<file path="config.mk">
export PLATFORM = sky130hd
export DESIGN_NAME = modular_exponentiation
export DESIGN_NICKNAME = d
export VERILOG_FILES = /design/src/sv/modexp_pkg.sv /design/src/sv/modexp_step_unit.sv /design/src/sv/modular_exponentiation.sv
export SDC_FILE = /design/constraint.sdc
export NUM_CORES = 1
export LEC_CHECK = 0
export BUFFER_PORTS_ARGS = -buffer_cell sky130_fd_sc_hd__buf_2
export CAP_MARGIN = 10
export CORE_ASPECT_RATIO = 0.5
export CORE_UTILIZATION = 45
export CTS_CLUSTER_SIZE = 20
export DETAILED_ROUTE_END_ITERATION = 7
export PLACE_DENSITY = 0.6
export SLEW_MARGIN = 30
export SYNTH_ARGS = -nofsm -noshare
export SYNTH_HDL_FRONTEND = slang
export SYNTH_SLANG_ARGS = --single-unit
</file>
<file path="constraint.sdc">
create_clock -name clk -period 14.1 [get_ports clk]
set_input_delay 2.115 -clock clk [delete_from_list [all_inputs] [get_ports clk]]
set_output_delay 2.115 -clock clk [all_outputs]
set_load 0.05 [all_outputs]
</file>
<file path="src/sv/modexp_pkg.sv">
// Shared constants and types for the modular exponentiation block.
`default_nettype none
package modexp_pkg;

  localparam int WORD_W = 32;
  localparam int CNT_W  = $clog2(WORD_W);

  localparam logic [CNT_W-1:0] CNT_LAST = CNT_W'(WORD_W - 1);

  typedef logic [WORD_W-1:0] word_t;

  typedef enum logic [2:0] {
    ST_IDLE,
    ST_REDUCE,
    ST_SQUARE,
    ST_MULT,
    ST_FINISH
  } state_t;

  // Control for one step of the shared modular adder pair
  typedef struct packed {
    logic add_en;    // fold x into the partial product
    logic carry_in;  // extra one into the doubling path
  } step_ctl_t;

endpackage
`default_nettype wire

</file>
<file path="src/sv/modexp_step_unit.sv">
// Shift-and-add step: conditional modular add and modular doubling.
`default_nettype none
module modexp_step_unit
  import modexp_pkg::*;
(
  input  wire word_t     modulus,
  input  wire word_t     part,
  input  wire word_t     x_val,
  input  wire step_ctl_t ctl,
  output word_t          part_nxt,
  output word_t          x_nxt
);

  logic [WORD_W:0] sum_add;
  logic [WORD_W:0] sum_dbl;
  logic [WORD_W:0] mod_ext;

  // Operands stay below the modulus, so one subtract brings each sum back in range
  always_comb begin
    mod_ext = {1'b0, modulus};
    sum_add = {1'b0, part} + {1'b0, x_val};
    sum_dbl = {1'b0, x_val} + {1'b0, x_val} + {{WORD_W{1'b0}}, ctl.carry_in};
    if (sum_add >= mod_ext) begin
      sum_add = sum_add - mod_ext;
    end
    if (sum_dbl >= mod_ext) begin
      sum_dbl = sum_dbl - mod_ext;
    end
    part_nxt = ctl.add_en ? sum_add[WORD_W-1:0] : part;
    x_nxt    = sum_dbl[WORD_W-1:0];
  end

endmodule
`default_nettype wire

</file>
<file path="src/sv/modular_exponentiation.sv">
// Modular exponentiation: base^exponent mod modulus, left-to-right square-and-multiply.
// Sequence: the base is first reduced mod the modulus, then each exponent bit takes a squaring
// pass and, for a set bit, a multiply pass; a finish state then loads the result register.
// Flow: one item at a time; a zero modulus goes straight to the finish state and flags the
// error; a result held by out_ready stalls the finish state and the input.
// Reset: synchronous active-low rst_n clears the modulus to 0 and all handshake state.
`default_nettype none
module modular_exponentiation
  import modexp_pkg::*;
(
  input  wire        clk,
  input  wire        rst_n,
  input  wire        cfg_valid,
  output logic       cfg_ready,
  input  wire word_t cfg_modulus,
  input  wire        in_valid,
  output logic       in_ready,
  input  wire word_t in_base_value,
  input  wire word_t in_exponent,
  output logic       out_valid,
  input  wire        out_ready,
  output word_t      out_result,
  output logic       out_error
);

  state_t           state_r, state_nxt;
  word_t            modulus_r;
  word_t            base_r, base_nxt;
  word_t            exp_r, exp_nxt;
  word_t            acc_r, acc_nxt;
  word_t            part_r, part_nxt;
  word_t            x_r, x_nxt;
  word_t            y_r, y_nxt;
  logic [CNT_W-1:0] cnt_r, cnt_nxt;
  logic [CNT_W-1:0] ecnt_r, ecnt_nxt;
  logic             err_r, err_nxt;
  logic             out_valid_r;
  word_t            out_result_r;
  logic             out_error_r;
  logic             out_load;

  step_ctl_t        ctl;
  word_t            step_part;
  word_t            step_x;
  word_t            one_mod;

  assign cfg_ready  = 1'b1;
  assign in_ready   = (state_r == ST_IDLE);
  assign out_valid  = out_valid_r;
  assign out_result = out_result_r;
  assign out_error  = out_error_r;

  assign one_mod = (modulus_r == word_t'(1)) ? '0 : word_t'(1);

  modexp_step_unit u_step (
    .modulus  (modulus_r),
    .part     (part_r),
    .x_val    (x_r),
    .ctl      (ctl),
    .part_nxt (step_part),
    .x_nxt    (step_x)
  );

  always_comb begin
    state_nxt    = state_r;
    base_nxt     = base_r;
    exp_nxt      = exp_r;
    acc_nxt      = acc_r;
    part_nxt     = part_r;
    x_nxt        = x_r;
    y_nxt        = y_r;
    cnt_nxt      = cnt_r;
    ecnt_nxt     = ecnt_r;
    err_nxt      = err_r;
    out_load     = 1'b0;
    ctl.add_en   = 1'b0;
    ctl.carry_in = 1'b0;

    unique case (state_r)
      ST_IDLE: begin
        if (in_valid) begin
          base_nxt = in_base_value;
          exp_nxt  = in_exponent;
          x_nxt    = '0;
          cnt_nxt  = '0;
          ecnt_nxt = '0;
          acc_nxt  = '0;
          if (modulus_r == '0) begin
            err_nxt   = 1'b1;
            state_nxt = ST_FINISH;
          end else begin
            err_nxt   = 1'b0;
            state_nxt = ST_REDUCE;
          end
        end
      end
      ST_REDUCE: begin
        // r = (2r + next base bit) mod n, base bits MSB first
        ctl.carry_in = base_r[WORD_W-1];
        x_nxt        = step_x;
        base_nxt     = {base_r[WORD_W-2:0], 1'b0};
        cnt_nxt      = cnt_r + 1'b1;
        if (cnt_r == CNT_LAST) begin
          base_nxt  = step_x;
          acc_nxt   = one_mod;
          part_nxt  = '0;
          x_nxt     = one_mod;
          y_nxt     = one_mod;
          cnt_nxt   = '0;
          state_nxt = ST_SQUARE;
        end
      end
      ST_SQUARE, ST_MULT: begin
        ctl.add_en = y_r[0];
        part_nxt   = step_part;
        x_nxt      = step_x;
        y_nxt      = {1'b0, y_r[WORD_W-1:1]};
        cnt_nxt    = cnt_r + 1'b1;
        if (cnt_r == CNT_LAST) begin
          acc_nxt  = step_part;
          part_nxt = '0;
          x_nxt    = step_part;
          cnt_nxt  = '0;
          if (state_r == ST_SQUARE && exp_r[WORD_W-1]) begin
            y_nxt     = base_r;
            state_nxt = ST_MULT;
          end else begin
            // advance to the next exponent bit
            y_nxt    = step_part;
            exp_nxt  = {exp_r[WORD_W-2:0], 1'b0};
            ecnt_nxt = ecnt_r + 1'b1;
            if (ecnt_r == CNT_LAST) begin
              state_nxt = ST_FINISH;
            end else begin
              state_nxt = ST_SQUARE;
            end
          end
        end
      end
      ST_FINISH: begin
        // hold until the output register is free
        if (!out_valid_r || out_ready) begin
          out_load  = 1'b1;
          state_nxt = ST_IDLE;
        end
      end
      default: begin
        state_nxt = ST_IDLE;
      end
    endcase
  end

  always_ff @(posedge clk) begin
    if (!rst_n) begin
      state_r     <= ST_IDLE;
      modulus_r   <= '0;
      out_valid_r <= 1'b0;
    end else begin
      state_r <= state_nxt;
      if (cfg_valid) begin
        modulus_r <= cfg_modulus;
      end
      if (out_load) begin
        out_valid_r <= 1'b1;
      end else if (out_ready) begin
        out_valid_r <= 1'b0;
      end
    end
  end

  always_ff @(posedge clk) begin
    base_r <= base_nxt;
    exp_r  <= exp_nxt;
    acc_r  <= acc_nxt;
    part_r <= part_nxt;
    x_r    <= x_nxt;
    y_r    <= y_nxt;
    cnt_r  <= cnt_nxt;
    ecnt_r <= ecnt_nxt;
    err_r  <= err_nxt;
    if (out_load) begin
      out_result_r <= err_r ? '0 : acc_r;
      out_error_r  <= err_r;
    end
  end

endmodule
`default_nettype wire
</file>
# Yosys cells after proc, flatten, opt, wreduce, memory -nomap -nowiden
# Index checks and enable logic that the tools add are counted.
classes:
  n_addsub: 7
  order_cmp: 2
  eq_ne: 12
  muxes: 45
  reduce_logical: 21
op_table:
  columns: ["op", "n"]
  rows:
  - ["2-to-1 mux 32 bit", 17]
  - ["one-hot mux 32 bit (2 select lines)", 4]
  - ["one-hot mux 32 bit (3 select lines)", 2]
  - ["adder 32 x 32 -> 33 bit", 2]
  - ["greater-or-equal comparator 33 x 32 -> 1 bit", 2]
  - ["subtractor 32 bit", 2]
  - ["adder 33 x 1 -> 33 bit", 1]
  - ["equality test 32 x 1 -> 1 bit (second input constant)", 1]
  - ["logical NOT 32 bit", 1]
  - ["2-to-1 mux 3 bit", 7]
  - ["2-to-1 mux 5 bit", 4]
  - ["one-hot mux 5 bit (2 select lines)", 2]
  - ["one-hot mux 3 bit (4 select lines)", 1]
  - ["AND reduction 4 bit", 3]
  - ["adder 5 x 1 -> 5 bit (second input constant)", 2]
  - ["equality test 5 bit (second input constant)", 2]
  - ["!= test 2 bit (second input constant)", 5]
  - ["AND reduction 2 bit", 5]
  - ["nonzero test 2 bit", 5]
  - ["2-to-1 mux 1 bit", 8]
  - ["equality test 3 x 2 -> 1 bit (second input constant)", 2]
  - ["equality test 3 x 1 -> 1 bit (second input constant)", 1]
  - ["equality test 3 bit (second input constant)", 1]
  - ["logical NOT 3 bit", 1]
  - ["6 further kinds", 6]
word_totals:
  ff_bits: 272
  inputBits: 101
  wordCells: 101

# Logic depth before layout (Yosys ltp)
# Gate-level depths: netlist of run 1.
logic_depth:
  ltp_word: 7
  depth_mapped: 24
  depth_no_buf: 21

# Hierarchy
# Synthesis of run 1 repeated with hierarchy kept, for this count alone.
hier_totals:
  cells_unflattened: 1917
  area_unflattened_um2: 18176.2
by_module_without_submodules:
  columns: ["mod", "instances", "cells_each", "area_per_inst_um2"]
  rows:
  - ["modular_exponentiation", 1, 959, 11767.5]
  - ["modexp_step_unit", 1, 958, 6408.6]

# Worst setup path before layout of run 1
# Ideal clock, no wire load.
synth_timing:
  kind: "reg2reg"
  startpoint: "register x_r[17]"
  endpoint: "register x_r[28], data pin"
  arrival_time_ns: 4.775
  required_time_ns: 13.829
  path_slack_ns: 9.053
  stages_incl_launch_ff: 21
  path_buffers: 3
  period_less_slack_ns: 5.047
  cell_sequence: "edfxtp_1 ha_1 buf_2 a211o_1 a2111oi_2 o31ai_1 or3_1 o31ai_1 xnor2_1 ha_1 and4_1 and4_1 a31oi_1 o21ai_0 a311o_1 a211o_2 buf_6 buf_6 mux2_4 mux2i_4 o22ai_1"
synth_between:
  elab_chain_cells: 6
  word_cells_on_any_way: 13
  classes_between: "add/sub (5); order compare (2); mux (6)"
synth_lines:
  columns: ["item", "line", "source"]
  rows:
  - ["start: declaration", "modular_exponentiation.sv:32", "word_t x_r, x_nxt;"]
  - ["start signal: assignment", "modular_exponentiation.sv:176", "x_r <= x_nxt;"]
  - ["adder 32 x 32 -> 33 bit (on tied branches)", "modexp_step_unit.sv:22, modexp_step_unit.sv:21", null]
  - ["adder 33 x 1 -> 33 bit, or another cell as far along", "modexp_step_unit.sv:22", "sum_dbl = {1'b0, x_val} + {1'b0, x_val} + {{WORD_W{1'b0}}, ctl.carry_in};"]
  - ["subtractor 32 bit, or another cell as far along", "modexp_step_unit.sv:27", "sum_dbl = sum_dbl - mod_ext;"]
  - ["2-to-1 mux 32 bit (on tied branches)", "modexp_step_unit.sv:26, modexp_step_unit.sv:29", null]
  - ["2-to-1 mux 32 bit (on tied branches)", "modular_exponentiation.sv:119, modular_exponentiation.sv:103", null]
  - ["one-hot mux 32 bit (3 select lines) *", "modular_exponentiation.sv:79", "unique case (state_r)"]
  - ["named net x_nxt[28]", "modular_exponentiation.sv:32", null]
# The timed path passes the listed nets; every way through them passes the cells marked *.
# A chain may end at the register's enable or synchronous reset.

# Worst setup path after layout of run 1
layout_timing:
  startpoint: "register part_r[4]"
  endpoint: "register y_r[25], data pin"
layout_between:
  elab_chain_cells: 7
  word_cells_on_any_way: 8
  classes_between: "add/sub (2); order compare (1); mux (5)"
layout_lines:
  columns: ["item", "line", "source"]
  rows:
  - ["start: declaration", "modular_exponentiation.sv:31", "word_t part_r, part_nxt;"]
  - ["start signal: assignment", "modular_exponentiation.sv:175", "part_r <= part_nxt;"]
  - ["adder 32 x 32 -> 33 bit *", "modexp_step_unit.sv:21", "sum_add = {1'b0, part} + {1'b0, x_val};"]
  - ["subtractor 32 bit or greater-or-equal comparator 33 x 32 -> 1 bit (tied branches)", "modexp_step_unit.sv:24, modexp_step_unit.sv:23", null]
  - ["2-to-1 mux 32 bit *", "modexp_step_unit.sv:23", "if (sum_add >= mod_ext) begin"]
  - ["2-to-1 mux 32 bit *", "modexp_step_unit.sv:29", "part_nxt = ctl.add_en ? sum_add[WORD_W-1:0] : part;"]
  - ["2-to-1 mux 32 bit *", "modular_exponentiation.sv:124", "if (state_r == ST_SQUARE && exp_r[WORD_W-1]) begin"]
  - ["2-to-1 mux 32 bit *", "modular_exponentiation.sv:119", "if (cnt_r == CNT_LAST) begin"]
  - ["one-hot mux 32 bit (2 select lines) *", "modular_exponentiation.sv:79", null]
  - ["end signal: assignment", "modular_exponentiation.sv:177", "y_r <= y_nxt;"]
  - ["end: declaration", "modular_exponentiation.sv:33", "word_t y_r, y_nxt;"]
# Mark *: on every way between the ends. The rest lies on a longest branch, timed or not.

==> impl_metrics.json, run 1 <==
{
  "area_growth_syn_to_layout_pct": 11.1,
  "drtIter0Drc": 1934,
  "dp.cells": 2457,
  "synth-edff-count": 236,
  "post_cts_buffers": 0,
  "syn_nets": 2087,
  "drc": 0,
  "drtAntennaViolNets": 0,
  "critical_path_class": "flop to flop",
  "die_area_um2": 40000,
  "coreArea_um2": 38000,
  "ff2ff_path_depth": 20,
  "die_width_um": 282,
  "finalHoldViolations": 0,
  "worstSkewPairLatency_ns": 0.58,
  "gr-usage-all-layers_pct": 28.4,
  "hp-start": "exp_r[12]",
  "cp.arrival_ns": 6.92,
  "ir_drop_mv": 0.101,
  "overflow": 0,
  "synth_area_um2": 17600,
  "clock_skew_ns": 0.0149,
  "synth_flop_cell": "edfxtp_1",
  "path_max_fanout": 25,
  "synthDominantCellAreaShare_pct": 40.2,
  "final.setup.tns_ns": 0,
  "rsz0062_at_grt": "false",
  "grt_pass1_vias": 13700,
  "vias_per_cell": 6.00,
  "r2r-end": "y_r[25]",
  "fmax_ghz": 0.151,
  "start_util_pct": 46.4,
  "slew_headroom_pct": 27.9,
  "htreeDepth": 1,
  "holdPathEnd": "exp_r[13]",
  "yosysTopAreaCell": "edfxtp_1",
  "critPathLaunchType": "flop",
  "final_cells": 2507,
  "drive_gt1_share_pct": 12.4,
  "setup_viol": 0,
  "hold_depth": 2,
  "ff2ff_setup_slack_ns": 7.46,
  "antenna_found_initial": 1,
  "worstHoldPathType": "flop to flop",
  "cts_buffers": 27,
  "n_fill_cell": 3524,
  "yosys-top-cells-count": "236 x edfxtp_1, 235 x nand2_1, 193 x nor2_1",
  "synth_warnings": 0,
  "cts.repair.resized": 0,
  "ys_ff_latch": 272,
  "wl_per_cell_um": 22.9,
  "slew_violations": 0,
  "nNetsFinal": 2170,
  "min_period_over_period_pct": 47.1,
  "ios": 137,
  "p_leak_uw": 0.00779,
  "status": "finished, final reports clean",
  "cts_sinks": 272,
  "routed_wl_um": 57300,
  "maxCapViolCount": 0,
  "rr_startpoint": "part_r[4]",
  "worst_slack_ns": 7.46,
  "cp.required_ns": 14.38,
  "gp_congestion": 0.969,
  "path_clk_slew_ns": 0.07,
  "grt_pass1_wl_um": 84800,
  "worst_pin_slew_ns": 1.08,
  "hold_buffers": 0,
  "synth.distinct_cells": 79,
  "synth_area_leaders": "edfxtp_1 40%, ha_1 7.1%, nand2_1 5.0%",
  "cts_tree": "built",
  "holdWs_ns": 0.507,
  "clockBufferDepth": 3,
  "portBuffers": 135,
  "end_kind": "flop",
  "synth_most_common_cell": "edfxtp_1",
  "dp_hpwl_um": 42800,
  "rows": 50,
  "synth_cells": 1883,
  "antenna_cells": 0,
  "firstDrtPassIters": 5,
  "grt_max_degree": 78,
  "fin_crit_ns": 6.64,
  "async_flop_share_pct": 0,
  "ys_seq_area_share_pct": 44.3,
  "die_height_um": 142,
  "syn_area_per_cell_um2": 9.36,
  "dpl_worst_slack_ns": 7.66,
  "pwr_density_cell_nw_per_um2": 142,
  "cts-root-buf": "clkbuf_16",
  "routed-via-count": 15100
}
## state kept, by name, summed over array words and instances, names as in the netlist
name and flops:
acc_r 32, base_r 32, cnt_r 5, ecnt_r 5, err_r 1, exp_r 32, modulus_r 32, out_error 1
out_result 32, out_valid 1, part_r 32, state_r 3, x_r 32, y_r 32
## where the power goes
group / total [uW] / switching (uW) / internal (uW)
clock network: 685 / 330 / 355
registers: 957 / 33.0 / 924
logic: 1130 / 709 / 422
total: 2770 / 1070 / 1700
## cells in the final DEF (no fill, tap or decap), drive strengths merged, types with 22 or more instances in the layout
master / netlist / routed
edfxtp: 236 / 236
nand2: 235 / 235
nor2: 194 / 194
a21oi: 165 / 165
buf: 20 / 156
o21ai: 126 / 126
ha: 100 / 100
inv: 61 / 62
mux2i: 58 / 58
xnor2: 51 / 51
nor2b: 44 / 44
o21a: 38 / 38
a21o: 38 / 38
dfxtp: 36 / 36
clkbuf: 82 / 36
and3: 33 / 33
nor3: 32 / 32
o22ai: 32 / 32
nand3: 28 / 28
xor2: 23 / 23
a211oi: 22 / 22
## final cells by class
type	count	area [um2]	share of cell area (%)
Multi-Input combinational cell	1447	9210	47.0
Clock buffer	36	709	3.62
Clock inverter	14	80.1	0.409
Timing Repair Buffer	156	890	4.54
Inverter	62	233	1.19
Sequential cell	272	7810	39.9
Tap cell	520	651	3.32
## cells by family after synthesis
| logic type | synth area share (%) |
|---|---|
| other cells | 0.0213 |
| flops | 44.3 |
| mux | 4.01 |
| xor+xnor | 3.68 |
| fa+ha+maj | 7.44 |
| simple gates | 17.1 |
| buf+inv | 3.81 |
| compound gates | 19.6 |
## worst max-delay path by stage
stage          slack, ns  depth (start not counted)       to      start
2_1_floorplan       9.05                         20  x_r[28]    x_r[17]
3_3_place_gp        7.84                         20  y_r[25]  part_r[4]
3_5_place_dp        7.66                         20  y_r[25]  part_r[4]
4_1_cts             7.66                         20  y_r[25]  part_r[4]
5_1_grt             7.18                         20  y_r[25]  part_r[4]
6_report            7.46                         20  y_r[25]  part_r[4]
## worst max-delay path, stage by stage (launching register included)
cell,delay (ns)
edfxtp_1,0.45
ha_1,0.43
o211ai_1,0.14
o211ai_1,0.42
o211ai_1,0.25
a21boi_1,0.44
a31oi_1,0.32
o21ai_0,0.30
xor2_1,0.28
ha_1,0.34
and4_1,0.22
and4_1,0.21
a31oi_1,0.16
o21ai_0,0.11
a311o_1,0.38
a211oi_4,0.21
buf_4,0.35
nor2_1,0.14
a222oi_1,0.90
a211o_1,0.24
a21oi_1,0.06
## through the flow
| step | total power, uW | utilization [%] | cell area (um2) |
|---|---|---|---|
| floorplan | 1770 | - | 17600 |
| global placement | 2070 | 49.2 | 18700 |
| detailed placement | 2060 | 49.5 | 18800 |
| CTS | 2750 | 51.5 | 19600 |
| global route | 2920 | 51.5 | 19600 |
| finish | 2770 | 51.5 | 19600 |
## layer usage
| layer | share of wire [%] | track usage [%] |
|---|---|---|
| met1 | 49 | 45.5 |
| met2 | 38 | 37.0 |
| met3 | 11 | 8.06 |
| met4 | 1.9 | 5.61 |
| met5 | 0 | 0 |
Power figures use the tool's default switching activity.
==> run 2, diff against run 1 <==
--- a/config.mk
+++ b/config.mk
@@ -5,13 +5,14 @@
 export SDC_FILE = /design/constraint.sdc
 export NUM_CORES = 1
 export LEC_CHECK = 0
+export ABC_AREA = 1
 export BUFFER_PORTS_ARGS = -buffer_cell sky130_fd_sc_hd__buf_2
 export CAP_MARGIN = 10
 export CORE_ASPECT_RATIO = 0.5
 export CORE_UTILIZATION = 45
 export CTS_CLUSTER_SIZE = 20
 export DETAILED_ROUTE_END_ITERATION = 7
-export PLACE_DENSITY = 0.6
+export PLACE_DENSITY = 0.62
 export SLEW_MARGIN = 30
 export SYNTH_ARGS = -nofsm -noshare
 export SYNTH_HDL_FRONTEND = slang
==> constraint.sdc (replaced) <==
create_clock -name clk -period 5.82 [get_ports clk]
set_input_delay 0.873 -clock clk [delete_from_list [all_inputs] [get_ports clk]]
set_output_delay 0.873 -clock clk [all_outputs]
set_load 0.05 [all_outputs]
==> impl_metrics.json, run 2 <==
{
  "status": "finished, final reports clean",
  "die_height_um": 150,
  "finalHoldViolations": 0,
  "final_common_cell": "nand2_1",
  "end_kind": "flop",
  "worst_pin_slew_ns": 0.889,
  "routed_wl_um": 77300,
  "critical_path_class": "flop to flop",
  "dp_hpwl_um": 62500,
  "antenna_found_initial": 2,
  "syn_nets": 2986,
  "ys_seq_area_share_pct": 39.7,
  "clockBufferDepth": 3,
  "rows": 53,
  "drive_gt1_share_pct": 10.1,
  "slew_violations": 0,
  "coreArea_um2": 42600,
  "synth_most_common_cell": "nand2_1",
  "synth_cells": 2782,
  "min_period_over_period_pct": 95.9,
  "cp.arrival_ns": 5.90,
  "vias_per_cell": 5.45,
  "start_util_pct": 46.2,
  "gr-usage-all-layers_pct": 34.6,
  "synth-edff-count": 236,
  "slew_headroom_pct": 40.5,
  "die_width_um": 298,
  "holdWs_ns": 0.483,
  "cp_slowest_cell": "fa_1",
  "post_cts_buffers": 0,
  "firstDrtPassIters": 6,
  "worstHoldPathType": "flop to flop",
  "worstSkewPairLatency_ns": 0.58,
  "fin_crit_ns": 5.58,
  "cts_sinks": 272,
  "path_max_fanout": 32,
  "area_growth_syn_to_layout_pct": 10.7,
  "portBuffers": 135,
  "crit_family": "simple AND/OR/NAND/NOR gates",
  "max_stage_delay_ns": 0.52,
  "cts_buffers": 26,
  "use_met2_pct": 49.5,
  "maxCapViolCount": 0,
  "cts-root-buf": "clkbuf_16",
  "routed-via-count": 19000,
  "cp.required_ns": 6.14,
  "grtUsageMet3_pct": 8.41,
  "htreeDepth": 1,
  "fmax_ghz": 0.179,
  "grt.busiest_layer": "met1",
  "final_cell_mix": "931 x nand2_1, 389 x inv_1, 306 x nor2_1",
  "drtAntennaViolNets": 0,
  "async_flop_share_pct": 0,
  "critPathLaunchType": "flop",
  "syn_area_per_cell_um2": 7.08,
  "gp_congestion": 1.05,
  "cp_common_cell": "nand2_1",
  "drtIter0Drc": 2197,
  "grt_pass1_wl_um": 113000,
  "setup_viol": 0,
  "crit_buf_inv": 1,
  "cts_tree": "built",
  "utilization_pct": 51.2,
  "synth_area_leaders": "edfxtp_1 36%, nand2_1 18%, inv_1 7.4%",
  "overflow": 0,
  "wl_per_cell_um": 22.2,
  "synth.distinct_cells": 46,
  "ios": 137,
  "gr-usage-met1_pct": 51.6,
  "synth_warnings": 0,
  "ys_ff_latch": 272,
  "path_clk_slew_ns": 0.07,
  "synth_flop_cell": "edfxtp_1",
  "grt_pass1_vias": 17600,
  "grt_max_degree": 63,
  "drc": 0,
  "synthDominantCellAreaShare_pct": 36.0,
  "nNetsFinal": 3098,
  "clock_skew_ns": 0.0177,
  "yosysTopAreaCell": "edfxtp_1",
  "synth_area_um2": 19700,
  "yosys-top-cells-count": "934 x nand2_1, 386 x inv_1, 309 x nor2_1",
  "die_area_um2": 44600
}
## run 2: changes by cell type after synthesis, moves of 35 or more
cell | previous run | this run
nand2_1 | 235 | 934
inv_1 | 61 | 386
a21oi_1 | 163 | 128
mux2i_1 | 53 | 0
nor2b_1 | 44 | 0
o21ai_1 | 4 | 45
nand3_1 | 28 | 197
a21o_1 | 38 | 3
nor2_1 | 193 | 309
o21ai_0 | 122 | 76
clkbuf_1 | 82 | 43
o21a_1 | 38 | 2
## run 2: routing by layer
layer	up-vias	wire length, um
li1	9143	-
met1	8855	35900
met2	922	30900
met3	99	8620
met4	0	1970
met5	-	0
## run 2: metrics by stage
stage | setup slack (ns) | setup TNS (ns) | area (um2) | std cells
after global routing | -0.00944 | -0.00944 | 21800 | 3490
final | 0.236 | 0 | 21800 | 3491
after global placement | 0.221 | 0 | 20900 | 3438
after CTS | 0.266 | 0 | 21800 | 3489
after floorplan | 0.140 | 0 | 19700 | 2782
after detailed placement | 0.276 | 0 | 20900 | 3442
## run 2: repair_timing
item / CTS / global route
setup endpoints to repair: 0 / 33
hold buffers: 0 / 0
gates resized for setup: 0 / 3
## run 2: cell type report
| class | instances | area (um2) |
|---|---|---|
| fillers | 4371 | 20800 |
| well taps | 577 | 722 |
| multi-input cells | 2039 | 10100 |
| clock inverters | 12 | 119 |
| diodes | 1 | 2.50 |
| inverters | 398 | 1500 |
| repair buffers | 157 | 883 |
| flip-flops and latches | 272 | 7810 |
| clock buffers | 35 | 716 |
## run 2: tightest hold or removal path: stages (launching register included)
cell	delay (ns)
dfxtp_1	0.32
nand2_1	0.06
a21oi_1	0.06
## run 2: final timing paths
path | to | cells after the start | slack, ns | start
worst max-delay path | y_r[1] | 26 | 0.24 | x_r[0]
worst max register to register | y_r[1] | 26 | 0.24 | x_r[0]
worst min register to register | state_r[0] | 2 | 0.48 | state_r[0]
worst min-delay path | state_r[0] | 2 | 0.48 | state_r[0]
## run 2: kinds of logic after synthesis
| kind of cell | after synthesis | share of synthesized area [%] |
|---|---|---|
| and+or+nand+nor | 1585 | 33.6 |
| xor gates and xnor gates | 55 | 2.45 |
| other | 1 | 0.0190 |
| DFF | 272 | 39.7 |
| AOI/OAI and AO/OA | 294 | 8.06 |
| buffers and inverters | 472 | 9.59 |
| adders and majority gates | 103 | 6.66 |
Power of run 2 is not shown: default switching activity piles up to over one toggle a cycle in this logic, so the estimate is an artifact.
